**src/ple_pkg.sv**
```systemverilog
// Shared types, codes and defaults for the positional list engine.
package ple_pkg;

	localparam int DefCapacity = 128;

	typedef enum logic [1:0] {
		FN_READ   = 2'd0,
		FN_SEARCH = 2'd1,
		FN_INSERT = 2'd2,
		FN_REMOVE = 2'd3
	} func_t;

	typedef enum logic [1:0] {
		SC_OK       = 2'd0,
		SC_BAD      = 2'd1,
		SC_NOTFOUND = 2'd2
	} status_t;

	typedef enum logic [3:0] {
		ST_IDLE,
		ST_CHECK,
		ST_RWAIT,
		ST_SRCH,
		ST_ISHIFT,
		ST_IPUT,
		ST_RTAKE,
		ST_RSHIFT,
		ST_DONE
	} state_t;

	typedef enum logic [2:0] {
		RD_POS,
		RD_LAST,
		RD_ZERO,
		RD_NEXT,
		RD_PREV
	} rd_sel_t;

	typedef enum logic [1:0] {
		WR_APPEND,
		WR_UP,
		WR_PUT,
		WR_DOWN
	} wr_sel_t;

	typedef struct packed {
		logic    req_ld;
		rd_sel_t rd_sel;
		logic    cur_ld;
		logic    wr_en;
		wr_sel_t wr_sel;
		logic    status_ld;
		status_t status;
		logic    data_ld;
		logic    fpos_ld;
		logic    cnt_inc;
		logic    cnt_dec;
		logic    out_ld;
	} dp_cmd_t;

	typedef struct packed {
		func_t func;
		logic  bad_read;
		logic  bad_ins;
		logic  append;
		logic  empty;
		logic  match;
		logic  last;
		logic  at_pos;
		logic  out_free;
	} dp_stat_t;

endpackage

```
**src/ple_ctrl.sv**
```systemverilog
// Sequencer for the positional list engine: steps each request through the store.
module ple_ctrl
	import ple_pkg::*;
(
	input  logic     clk,
	input  logic     arst_n,
	input  logic     in_valid,
	output logic     in_ready,
	input  dp_stat_t stat,
	output dp_cmd_t  cmd
);

	state_t state_q, state_d;

	always_ff @(posedge clk or negedge arst_n) begin
		if (!arst_n) begin
			state_q <= ST_IDLE;
		end else begin
			state_q <= state_d;
		end
	end

	always_comb begin
		state_d  = state_q;
		cmd      = '0;
		in_ready = 1'b0;
		unique case (state_q)
			ST_IDLE: begin
				in_ready = 1'b1;
				if (in_valid) begin
					cmd.req_ld = 1'b1;
					state_d    = ST_CHECK;
				end
			end
			ST_CHECK: begin
				unique case (stat.func)
					FN_READ: begin
						if (stat.bad_read) begin
							cmd.status_ld = 1'b1;
							cmd.status    = SC_BAD;
							state_d       = ST_DONE;
						end else begin
							cmd.rd_sel = RD_POS;
							state_d    = ST_RWAIT;
						end
					end
					FN_SEARCH: begin
						if (stat.empty) begin
							cmd.status_ld = 1'b1;
							cmd.status    = SC_NOTFOUND;
							state_d       = ST_DONE;
						end else begin
							cmd.rd_sel = RD_ZERO;
							cmd.cur_ld = 1'b1;
							state_d    = ST_SRCH;
						end
					end
					FN_INSERT: begin
						if (stat.bad_ins) begin
							cmd.status_ld = 1'b1;
							cmd.status    = SC_BAD;
							state_d       = ST_DONE;
						end else if (stat.append) begin
							cmd.wr_en   = 1'b1;
							cmd.wr_sel  = WR_APPEND;
							cmd.cnt_inc = 1'b1;
							state_d     = ST_DONE;
						end else begin
							cmd.rd_sel = RD_LAST;
							cmd.cur_ld = 1'b1;
							state_d    = ST_ISHIFT;
						end
					end
					FN_REMOVE: begin
						if (stat.bad_read) begin
							cmd.status_ld = 1'b1;
							cmd.status    = SC_BAD;
							state_d       = ST_DONE;
						end else begin
							cmd.rd_sel = RD_POS;
							cmd.cur_ld = 1'b1;
							state_d    = ST_RTAKE;
						end
					end
					default: state_d = ST_DONE;
				endcase
			end
			ST_RWAIT: begin
				cmd.data_ld = 1'b1;
				state_d     = ST_DONE;
			end
			ST_SRCH: begin
				if (stat.match) begin
					cmd.fpos_ld = 1'b1;
					state_d     = ST_DONE;
				end else if (stat.last) begin
					cmd.status_ld = 1'b1;
					cmd.status    = SC_NOTFOUND;
					state_d       = ST_DONE;
				end else begin
					cmd.rd_sel = RD_NEXT;
					cmd.cur_ld = 1'b1;
				end
			end
			ST_ISHIFT: begin
				cmd.wr_en  = 1'b1;
				cmd.wr_sel = WR_UP;
				if (stat.at_pos) begin
					state_d = ST_IPUT;
				end else begin
					cmd.rd_sel = RD_PREV;
					cmd.cur_ld = 1'b1;
				end
			end
			ST_IPUT: begin
				cmd.wr_en   = 1'b1;
				cmd.wr_sel  = WR_PUT;
				cmd.cnt_inc = 1'b1;
				state_d     = ST_DONE;
			end
			ST_RTAKE: begin
				cmd.data_ld = 1'b1;
				if (stat.last) begin
					cmd.cnt_dec = 1'b1;
					state_d     = ST_DONE;
				end else begin
					cmd.rd_sel = RD_NEXT;
					cmd.cur_ld = 1'b1;
					state_d    = ST_RSHIFT;
				end
			end
			ST_RSHIFT: begin
				cmd.wr_en  = 1'b1;
				cmd.wr_sel = WR_DOWN;
				if (stat.last) begin
					cmd.cnt_dec = 1'b1;
					state_d     = ST_DONE;
				end else begin
					cmd.rd_sel = RD_NEXT;
					cmd.cur_ld = 1'b1;
				end
			end
			ST_DONE: begin
				if (stat.out_free) begin
					cmd.out_ld = 1'b1;
					state_d    = ST_IDLE;
				end
			end
			default: state_d = ST_IDLE;
		endcase
	end

endmodule

```
**config.mk**
```make
export PLATFORM = sky130hd
export DESIGN_NAME = ple_ctrl
export DESIGN_NICKNAME = d
export VERILOG_FILES = /design/src/ple_pkg.sv /design/src/ple_ctrl.sv
export SDC_FILE = /design/constraint.sdc
export NUM_CORES = 1
export LEC_CHECK = 0
export CORE_UTILIZATION = 32
export DETAILED_ROUTE_END_ITERATION = 10
export DONT_BUFFER_PORTS = 1
export SKIP_CTS_REPAIR_TIMING = 1
export SLEW_MARGIN = 40
export SYNTH_ARGS = -nofsm -noshare
export SYNTH_HDL_FRONTEND = slang
export SYNTH_SLANG_ARGS = --single-unit
```
**constraint.sdc**
```tcl
create_clock -name clk -period 2.9 [get_ports clk]
set_clock_uncertainty 0.1 [all_clocks]
set_input_delay 0.145 -clock clk [delete_from_list [all_inputs] [get_ports clk]]
set_output_delay 0.145 -clock clk [all_outputs]
set_load 0.05 [all_outputs]
```
==> out/results.ini, run 1 <==
[critical_path]
worstPathMaxFanout = 13
worstSetupPathType = reg2out
cp.arrival_ns = 1.92
setup.worst_path.end_class = output pin
cp-start-kind = flip-flop
cp.required_ns = 2.65

[finish]
largest_register_ffs = 4
fin_cells = 114
final_nets = 109
largest_register = state_q
areaGrowthSynthToFinish_pct = 19.32
final_area_um2 = 749.5
top_regs = state_q x4
drive_above_1_share_pct = 25.84
num_antenna_cells = 0

[worst_hold_path]
hold_class = in2reg

[placement]
port_buffers = 0
placedCellCount = 110
post-place-ws_ns = 0.9948
gp_congestion = 0.8134
placed_cell_area_um2 = 714.4
hpwlAfterDp_mm = 1.261

[synthesis]
synth_top_area_cell = dfrtp_1
synth_ff_type = dfrtp_1
synth-warning-count = 0
syn_inst = 80
synth-seq-cells = 4
synth_top_area_share_pct = 15.94
syn_area_per_cell_um2 = 7.851
syn_nets = 98
ys_top_cells_by_area = dfrtp_1 16%, ha_1 10%, inv_1 4.8%
synth.distinct_cells = 37
async_flop_share_pct = 100.0
syn_area_um2 = 628.1
synth_edf_count = 0
ys_seq_area_share_pct = 15.94

[die]
pin_count = 30
core_area_mm2 = 0.001783
fp.dieW_um = 46.31
rows = 15
dieArea_mm2 = 0.002144
fp.dieH_um = 46.31
start_util_pct = 35.23

[power_and_ir_drop]
vdd.ir_drop.worst_mv = 0.2838
p_per_area_mw_per_mm2 = 850.4
leakage_nw = 0.3680

[timing]
maxSlewViolCount = 0
tightestPinTransition_ns = 0.8818
worst_hold_slack_ns = 0.03829
final_hold_viol_count = 0
max_slew_margin_pct = 41.00
worst_slack_ns = 0.7369
rsz0062_at_grt = false
period_minus_slack_ns = 2.163
fmax_mhz = 462.3
min_period_over_period_pct = 74.59
fin_tns_setup_ns = 0
setup_violations = 0

[grt]
grt_max_degree = 14
grt_pass1_vias = 543
grt_pass1_wl_mm = 2.256
grt.total_usage_pct = 14.97
globalRouteOverflowTotal = 0
antenna_found_initial = 0

[cts]
clock_latency_ns = 0.24
cts_tree = built
cts_buffers = 3
clk_pin_slew_worst_paths_ns = 0.04
cts_num_sinks = 4
cts_htree_levels = 1
cts_root_buffer = clkbuf_4
clockBufferDepth = 2

[routing]
drc = 0
ant_nets = 0
drt_iter0_markers = 17
totalWireLength_mm = 1.564
detailroute.via_count = 621
via_per_inst = 5.447
dr.pass1.iters = 2
wl_per_cell_um = 13.72

[run_status]
outcome = finished, final reports clean

[run]
max-cap-violations = 0

==> area by class of cell <==
type	count	area [um2]
fill	192	1033
multi-input combinational	63	484.2
clock buffer	3	22.52
inverter	9	33.78
timing repair buffer	10	77.57
tap	25	31.28
sequential	4	100.1
==> Yosys cell counts (2+ instances only) <==
library cell	count
nor2_1	7
nand2_1	6
o21ai_1	5
nor3b_1	2
a21o_1	3
inv_1	8
and2_1	3
a21oi_1	4
buf_4	2
a221oi_1	3
nand3_1	2
nor3_1	3
dfrtp_1	4
ha_1	5
==> cell families (layout without fill, tap and decap cells) <==
| family | after synthesis | in the layout | share of synthesized area, % |
|---|---|---|---|
| buffers and inverters | 13 | 22 | 10.36 |
| and+or+nand+nor | 31 | 31 | 31.08 |
| adders and majority gates | 5 | 5 | 9.960 |
| DFF | 4 | 4 | 15.94 |
| AOI/OAI and AO/OA | 26 | 26 | 31.08 |
| muxes | 1 | 1 | 1.594 |
==> placed cells by master (no fill, tap or decap), types with 3 or more instances in the layout <==
master    synthesis  final
buf_4             2      9
dfrtp_1           4      4
a21o_1            3      3
nor2_1            7      6
and2_1            3      3
o21ai_1           5      5
a221oi_1          3      3
a21oi_1           4      4
ha_1              5      5
inv_1             8      8
nand2_1           6      6
clkbuf_4          0      3
==> layer usage <==
layer | global-route usage [%] | part of all wire [%]
met1 | 21.21 | 47
met2 | 22.50 | 48
met3 | 3.529 | 5.0
met4 | 3.529 | 0
met5 | 0 | 0
==> stage by stage <==
stage	total power, W	util (%)
2_1_floorplan	0.0005000	-
3_3_place_gp	0.0005587	40.07
3_5_place_dp	0.0005644	40.07
4_1_cts	0.0006389	41.33
5_1_grt	0.0006814	42.04
6_report	0.0006373	42.04
==> final timing paths <==
kind	start	to	slack [ns]	depth (start not counted)
worst max-delay path	state_q[0]$_DFFE_PN0P_	cmd[11]	0.74	3
worst min-delay path	stat[2]	state_q[3]$_DFFE_PN0P_	0.04	2
worst max register to register	state_q[0]$_DFFE_PN0P_	state_q[3]$_DFFE_PN0P_	1.15	3
worst min register to register	state_q[3]$_DFFE_PN0P_	state_q[0]$_DFFE_PN0P_	0.63	1
max in group asynchronous	arst_n	state_q[2]$_DFFE_PN0P_	2.45	1
min in group asynchronous	arst_n	state_q[0]$_DFFE_PN0P_	0.08	1
==> critical path, stage by stage (launching register included) <==
cell and delay, ns:
dfrtp_1 0.61, or4b_4 0.56, o311ai_2 0.26, buf_4 0.24
==> where the power goes <==
part	switching, W	total, W	internal, W
registers	0.0000693	0.000143	0.0000732
logic	0.000277	0.000425	0.000148
clock network	0.0000238	0.0000702	0.0000464
(Power assumes the default switching activity.)
==> run 2: changes to the inputs <==
--- a/config.mk
+++ b/config.mk
@@ -5,6 +5,7 @@
 export SDC_FILE = /design/constraint.sdc
 export NUM_CORES = 1
 export LEC_CHECK = 0
+export ABC_AREA = 1
 export CORE_UTILIZATION = 32
 export DETAILED_ROUTE_END_ITERATION = 10
 export DONT_BUFFER_PORTS = 1
==> constraint.sdc (replaced) <==
create_clock -name clk -period 1.8 [get_ports clk]
set_clock_uncertainty 0.1 [all_clocks]
set_input_delay 0.09 -clock clk [delete_from_list [all_inputs] [get_ports clk]]
set_output_delay 0.09 -clock clk [all_outputs]
set_load 0.05 [all_outputs]
==> run 2 against run 1 <==
  * Critical path depth is 3 higher
  * Largest power group unchanged
  * Register-to-register slack worse by 0.62 ns
  * Final area is 15% higher
  * Count of clock-buffer cells in the layout stayed put
  * Sequential power is 27% higher
  * Final cell count is 27% higher
  * Global-route usage is 0.47 points lower
  * Hold slack worse by 0.0090 ns
  * Sequential cell count stayed put
  * Wire length is 8.5% lower
==> out/results.ini, run 2 <==
[timing]
fin_tns_setup_ns = 0  ; unchanged
min_period_over_period_pct = 93.90
max_slew_margin_pct = 71.42  ; was 41.00%
maxSlewViolCount = 0  ; unchanged
tightestPinTransition_ns = 0.4283  ; was 0.8818 ns
fmax_mhz = 591.6
worst_hold_slack_ns = 0.02924  ; was 0.03829 ns
setup_violations = 0  ; unchanged
final_hold_viol_count = 0  ; unchanged
period_minus_slack_ns = 1.690
rsz0062_at_grt = false  ; unchanged

[run_status]
outcome = finished, final reports clean  ; unchanged

[finish]
areaGrowthSynthToFinish_pct = 37.20  ; was 19.32%
final_cell_mix = 18 x inv_1, 16 x nand2_1, 15 x nor2_1  ; was 9 x buf_4, 8 x inv_1, 6 x nor2_1, 6 x nand2_1
largest_register_ffs = 4  ; unchanged
layout_commonest_cell = inv_1  ; was buf_4
largest_register = state_q  ; unchanged
seqCellArea_um2 = 101.3  ; was 100.1 um2
fillers = 204  ; was 192
multi_input_area_um2 = 461.7  ; was 484.2 um2
num_antenna_cells = 0  ; unchanged
drive_above_1_share_pct = 30.83  ; was 25.84%
final_nets = 140  ; was 109
top_regs = state_q x4  ; unchanged

[synthesis]
synthTopCellsByCount = 19 x inv_1, 16 x nand2_1, 15 x nor2_1  ; was 8 x inv_1, 7 x nor2_1, 6 x nand2_1
syn_area_um2 = 625.6  ; was 628.1 um2
async_flop_share_pct = 100.0  ; unchanged
synth_edf_count = 0  ; unchanged
ys_top_cells_by_area = dfrtp_1 16%, inv_1 11%, ha_1 10%  ; was dfrtp_1 16%, ha_1 10%, inv_1 4.8%
synth_top_area_share_pct = 16.00  ; was 15.94%
syn_nets = 119  ; was 98
syn_inst = 101  ; was 80
synth-seq-cells = 4  ; unchanged
syn_area_per_cell_um2 = 6.194  ; was 7.851 um2
synth-warning-count = 0  ; unchanged
synth_top_area_cell = dfrtp_1  ; unchanged
synth.distinct_cells = 24  ; was 37
ys_seq_area_share_pct = 16.00  ; was 15.94%
synth_ff_type = dfrtp_1  ; unchanged
synth.most_common_cell = inv_1  ; unchanged

[grt]
grt.total_usage_pct = 14.50  ; was 14.97%
grt_max_degree = 8  ; was 14
grt_pass1_vias = 579  ; was 543
antenna_found_initial = 0  ; unchanged
grt_pass1_wl_mm = 2.235  ; was 2.256 mm
globalRouteOverflowTotal = 0  ; unchanged

[die]
fp.dieW_um = 46.22  ; was 46.31 um
dieArea_mm2 = 0.002136  ; was 0.002144 mm2
pin_count = 30  ; unchanged
rows = 15  ; unchanged
core_area_mm2 = 0.001783  ; unchanged
start_util_pct = 35.09  ; was 35.23%
fp.dieH_um = 46.22  ; was 46.31 um

[critical_path]
crit_buf_inv = 2  ; was 1
rr_endpoint = state_q[2]$_DFFE_PN0P_  ; was state_q[3]$_DFFE_PN0P_
setup.worst_path.end_class = output pin  ; unchanged
r2r_setup_slack_ns = 0.53  ; was 1.15 ns
cp.required_ns = 1.61  ; was 2.65 ns
slowest_stage = dfrtp_2  ; was dfrtp_1
worstPathMaxFanout = 6  ; was 13
cp.arrival_ns = 1.50  ; was 1.92 ns
cp-start-kind = flip-flop  ; unchanged
worstSetupPathType = reg2out  ; unchanged
cp_top_family = simple AND/OR/NAND/NOR gates  ; was flip-flops
critPathMaxStageDelay_ns = 0.44  ; was 0.61 ns
path_cells = nor2_4 -> nand2_4 -> inv_2 -> nand3_1 -> nand3_1 -> buf_4  ; was or4b_4 -> o311ai_2 -> buf_4
r2r_start = state_q[2]$_DFFE_PN0P_  ; was state_q[0]$_DFFE_PN0P_
cp.depth = 6  ; was 3
ff2ff_path_depth = 5  ; was 3
cp_common_cell = nand3_1

[routing]
wl_per_cell_um = 9.869  ; was 13.72 um
detailroute.via_count = 668  ; was 621
totalWireLength_mm = 1.431  ; was 1.564 mm
ant_nets = 0  ; unchanged
dr.pass1.iters = 4  ; was 2
drt_iter0_markers = 7  ; was 17
via_per_inst = 4.607  ; was 5.447
drc = 0  ; unchanged

[placement]
port_buffers = 0  ; unchanged
hpwlAfterDp_mm = 1.272  ; was 1.261 mm
gp_congestion = 0.8778  ; was 0.8134

[run]
max-cap-violations = 0  ; unchanged

[cts]
clk_pin_slew_worst_paths_ns = 0.04  ; about the same
clock_latency_ns = 0.23  ; was 0.24 ns
cts_num_sinks = 4  ; unchanged
cts_root_buffer = clkbuf_4  ; unchanged
cts_tree = built  ; unchanged
cts_buffers = 3  ; unchanged
cts_htree_levels = 1  ; unchanged
clockBufferDepth = 2  ; unchanged

[power_and_ir_drop]
vdd.ir_drop.worst_mv = 0.5367  ; was 0.2838 mV
p_per_area_mw_per_mm2 = 1296  ; was 850.4 mW/mm2
leakage_nw = 0.4679  ; was 0.3680 nW

[worst_hold_path]
hold_class = in2async  ; was in2reg

==> run 2: cell type report <==
type	count	area share (%)
clock buffers	3	2.624
multi-input cells	73	53.79
repair buffers	16	17.20
inverters	24	10.93
well taps	25	3.644
flip-flops and latches	4	11.81
==> run 2: worst reg2reg max path: cells and delay by family (launching register included) <==
kind            cells  cell delay (ns)
flops               1             0.44
compound gates      1             0.10
simple gates        3             0.43
buf+inv             1             0.10
==> run 2: metal layers <==
metal  track usage [%]  up-vias  routed length (um)
li1                  -      358                   -
met1             17.14      291                 645
met2             25.63       19                 714
met3             1.569        0                  71
met4             7.059        0                   0
met5                 0        -                   0
==> run 2: logic make-up after synthesis <==
family | Yosys count | share of synthesized area (%)
AO/OA/AOI/OAI | 9 | 9.198
flip-flops | 4 | 16.00
adder cells (fa/ha/maj) | 5 | 10.00
AND/OR/NAND/NOR | 59 | 50.40
buffers and inverters | 24 | 14.40
==> run 2: worst max-delay path by stage <==
stage,slack (ns),start,end
CTS,0.06,state_q[3]$_DFFE_PN0P_,cmd[11]
global route,0.007,state_q[1]$_DFFE_PN0P_,cmd[12]
finish,0.11,state_q[2]$_DFFE_PN0P_,cmd[11]
floorplan,0.02,state_q[1]$_DFFE_PN0P_,cmd[0]
global placement,0.33,state_q[3]$_DFFE_PN0P_,cmd[5]
detailed placement,0.31,state_q[3]$_DFFE_PN0P_,cmd[11]
==> run 2: report_power, final <==
group          leakage, nW  total, W  switching, W  internal (W)
registers           0.0512  0.000182     0.0000607      0.000121
logic                0.403  0.000826      0.000567      0.000259
clock network       0.0138  0.000105     0.0000306     0.0000741
total                0.468   0.00111      0.000658      0.000454
==> run 2: stage by stage <==
step                      cell area, um2  total power [W]  worst slack, ns  cells  utilization, %
final                              858.3         0.001113           0.1098    145           48.14
after global routing               858.3         0.001200         0.006578    145           48.14
after CTS                          835.8         0.001104          0.05781    143           46.88
after detailed placement           813.3        0.0009928           0.3069    140           45.61
after global placement             813.3        0.0009862           0.3264    140           45.61
after floorplan                    651.9        0.0007862          0.01981    101               -
==> run 3: changes to the inputs <==
--- a/config.mk
+++ b/config.mk
@@ -6,9 +6,10 @@
 export NUM_CORES = 1
 export LEC_CHECK = 0
 export ABC_AREA = 1
-export CORE_UTILIZATION = 32
+export CORE_UTILIZATION = 30
 export DETAILED_ROUTE_END_ITERATION = 10
 export DONT_BUFFER_PORTS = 1
+export SETUP_SLACK_MARGIN = 0.3
 export SKIP_CTS_REPAIR_TIMING = 1
 export SLEW_MARGIN = 40
 export SYNTH_ARGS = -nofsm -noshare
==> run 3 against run 2 <==
  * The flow now finishes with violations (negative hold slack)
  * Global-route usage increased by 0.67 points
  * Hold slack got worse by 0.040 ns
  * Die area increased by 6.4%
  * Largest power group unchanged
  * Highest routed layer is now met4
==> out/results.ini, run 3 (same netlist as run 2, synthesis figures left out) <==
[die]
rows = 16  ; was 15
start_util_pct = 31.89  ; was 35.09%
core_area_mm2 = 0.001962  ; was 0.001783 mm2
fp.dieW_um = 47.67  ; was 46.22 um
fp.dieH_um = 47.67  ; was 46.22 um
pin_count = 30  ; unchanged
dieArea_mm2 = 0.002272  ; was 0.002136 mm2

[placement]
hpwlAfterDp_mm = 1.304  ; was 1.272 mm
gp_congestion = 0.8659  ; was 0.8778
post-place-ws_ns = 0.2521  ; was 0.3069 ns
port_buffers = 0  ; unchanged

[finish]
drive_above_1_share_pct = 51.18  ; was 30.83%
top_regs = state_q x4  ; unchanged
areaGrowthSynthToFinish_pct = 72.00  ; was 37.20%
largest_register = state_q  ; unchanged
final_nets = 146  ; was 140
postLayoutCoreUtil_pct = 54.85  ; was 48.14%
num_antenna_cells = 0  ; unchanged
fillers = 204  ; unchanged
final_cell_mix = 12 x inv_1, 12 x nand2_1, 12 x nor2_1  ; was 18 x inv_1, 16 x nand2_1, 15 x nor2_1
largest_register_ffs = 4  ; unchanged

[timing]
period_minus_slack_ns = 1.718  ; was 1.690 ns
setup_violations = 0  ; unchanged
worst_hold_slack_ns = -0.01125  ; was 0.02924 ns
final_hold_viol_count = 1  ; was 0
tightestPinTransition_ns = 0.3835  ; was 0.4283 ns
fmax_mhz = 582.0  ; was 591.6 MHz
worst_slack_ns = 0.08178  ; was 0.1098 ns
maxSlewViolCount = 0  ; unchanged
max_slew_margin_pct = 74.34  ; was 71.42%
min_period_over_period_pct = 95.46  ; was 93.90%
rsz0062_at_grt = true  ; was false

[grt]
globalRouteOverflowTotal = 0  ; unchanged
grt_pass1_vias = 612  ; was 579
grt.total_usage_pct = 15.17  ; was 14.50%
grt_max_degree = 8  ; unchanged
antenna_found_initial = 0  ; unchanged
grt_pass1_wl_mm = 2.435  ; was 2.235 mm

[power_and_ir_drop]
vdd.ir_drop.worst_mv = 0.7246  ; was 0.5367 mV
leakage_nw = 0.5145  ; was 0.4679 nW
p_int_w = 0.0006575  ; was 0.0004545 W
p_sw_w = 0.0008169  ; was 0.0006582 W
netSwitchingFraction_pct = 55.40  ; was 59.15%
power_frac_seq_pct = 13.0  ; was 16.4%
p_comb_share_pct = 78.4  ; was 74.2%
p_per_area_mw_per_mm2 = 1370  ; was 1296 mW/mm2
pwr-share-clk_pct = 8.6  ; was 9.4%

[routing]
wl_per_cell_um = 11.81  ; was 9.869 um
totalWireLength_mm = 1.818  ; was 1.431 mm
via_per_inst = 4.909  ; was 4.607
dr.pass1.iters = 4  ; unchanged
ant_nets = 0  ; unchanged
drt_iter0_markers = 11  ; was 7
drc = 0  ; unchanged
detailroute.via_count = 756  ; was 668

[run_status]
outcome = finished, violations left  ; was finished, final reports clean
violations = negative hold slack

[critical_path]
critPathMaxStageDelay_ns = 0.43  ; was 0.44 ns
setup.worst_path.end_class = output pin  ; unchanged
cp-start-kind = flip-flop  ; unchanged
slowest_stage = dfrtp_2  ; unchanged
cp.required_ns = 1.61  ; about the same
cp_common_cell = nand2_4  ; was nand3_1
cp_top_family = flip-flops  ; was simple AND/OR/NAND/NOR gates
worstSetupPathType = reg2out  ; unchanged
path_cells = nor2_4 -> nand2_4 -> inv_6 -> nand2_4 -> o21ai_4  ; was nor2_4 -> nand2_4 -> inv_2 -> nand3_1 -> nand3_1 -> buf_4
worstPathMaxFanout = 6  ; unchanged
crit_buf_inv = 1  ; was 2
cp.arrival_ns = 1.53  ; was 1.50 ns

[cts]
cts_buffers = 3  ; unchanged
cts_num_sinks = 4  ; unchanged
cts_tree = built  ; unchanged
cts_htree_levels = 1  ; unchanged
cts_root_buffer = clkbuf_4  ; unchanged
clockBufferDepth = 2  ; unchanged
clock_latency_ns = 0.24  ; was 0.23 ns
clk_pin_slew_worst_paths_ns = 0.04  ; about the same

[worst_hold_path]
hold_class = in2reg  ; was in2async

[run]
max-cap-violations = 0  ; unchanged

-- run 3: changes by cell type in the layout (fill, tap and decap cells not counted), sizes merged --
cell / change
buf: +6
clkbuf: +1
clkinvlp: +2
inv: -2
-- run 3: power by group through the flow --
stage | combinational (W) | clock [W] | sequential (W)
after floorplan | 0.000659 | 0 | 0.000174
after global placement | 0.000825 | 0 | 0.000187
after detailed placement | 0.000831 | 0 | 0.000186
after CTS | 0.000832 | 0.000130 | 0.000185
after global routing | 0.00123 | 0.000138 | 0.000194
final | 0.00116 | 0.000127 | 0.000191
-- run 3: layout make-up --
cell class / count / area [um2] / share of cell area (%)
clock buffer: 4 / 26.28 / 2.442
multi-input combinational: 73 / 563.0 / 52.33
tap: 27 / 33.78 / 3.140
sequential: 4 / 105.1 / 9.767
timing repair buffer: 22 / 236.5 / 21.98
inverter: 24 / 111.4 / 10.35
-- run 3: worst register-to-register path, cell delays in order, from the launching register on --
cell      delay [ns]
dfrtp_2         0.48
nor2_4          0.18
clkinv_4        0.10
buf_4           0.15
nand3_1         0.07
nor2_1          0.04
nor2_1          0.08
-- run 3: metal layers --
layer,up-vias,GRT usage [%],share of wire (%)
li1,372,-,-
met1,352,18.10,38
met2,30,26.58,55
met3,2,2.642,6.1
met4,0,6.667,0.77
met5,-,0,0
-- run 3: stage by stage --
stage	instance area (um2)	TNS (ns)	hold slack, ns	cells	power [W]
2_1_floorplan	691.9	0	-0.3056	101	0.0008327
3_3_place_gp	833.3	0	-0.3055	140	0.001012
3_5_place_dp	833.3	0	-0.3055	140	0.001017
4_1_cts	859.6	-0.005623	-0.5643	144	0.001146
5_1_grt	1076	0	0.01737	154	0.001560
6_report	1076	0	-0.01125	154	0.001474
-- run 3: worst paths after layout --
check / startpoint / endpoint / slack, ns / depth (start not counted)
min reg2reg: state_q[3]$_DFFE_PN0P_ / state_q[0]$_DFFE_PN0P_ / 0.59 / 3
min in group asynchronous: arst_n / state_q[1]$_DFFE_PN0P_ / 0.01 / 1
min: stat[7] / state_q[1]$_DFFE_PN0P_ / -0.01 / 3
max in group asynchronous: arst_n / state_q[0]$_DFFE_PN0P_ / 1.40 / 1
max reg2reg: state_q[1]$_DFFE_PN0P_ / state_q[0]$_DFFE_PN0P_ / 0.53 / 6
max: state_q[2]$_DFFE_PN0P_ / cmd[13] / 0.08 / 5
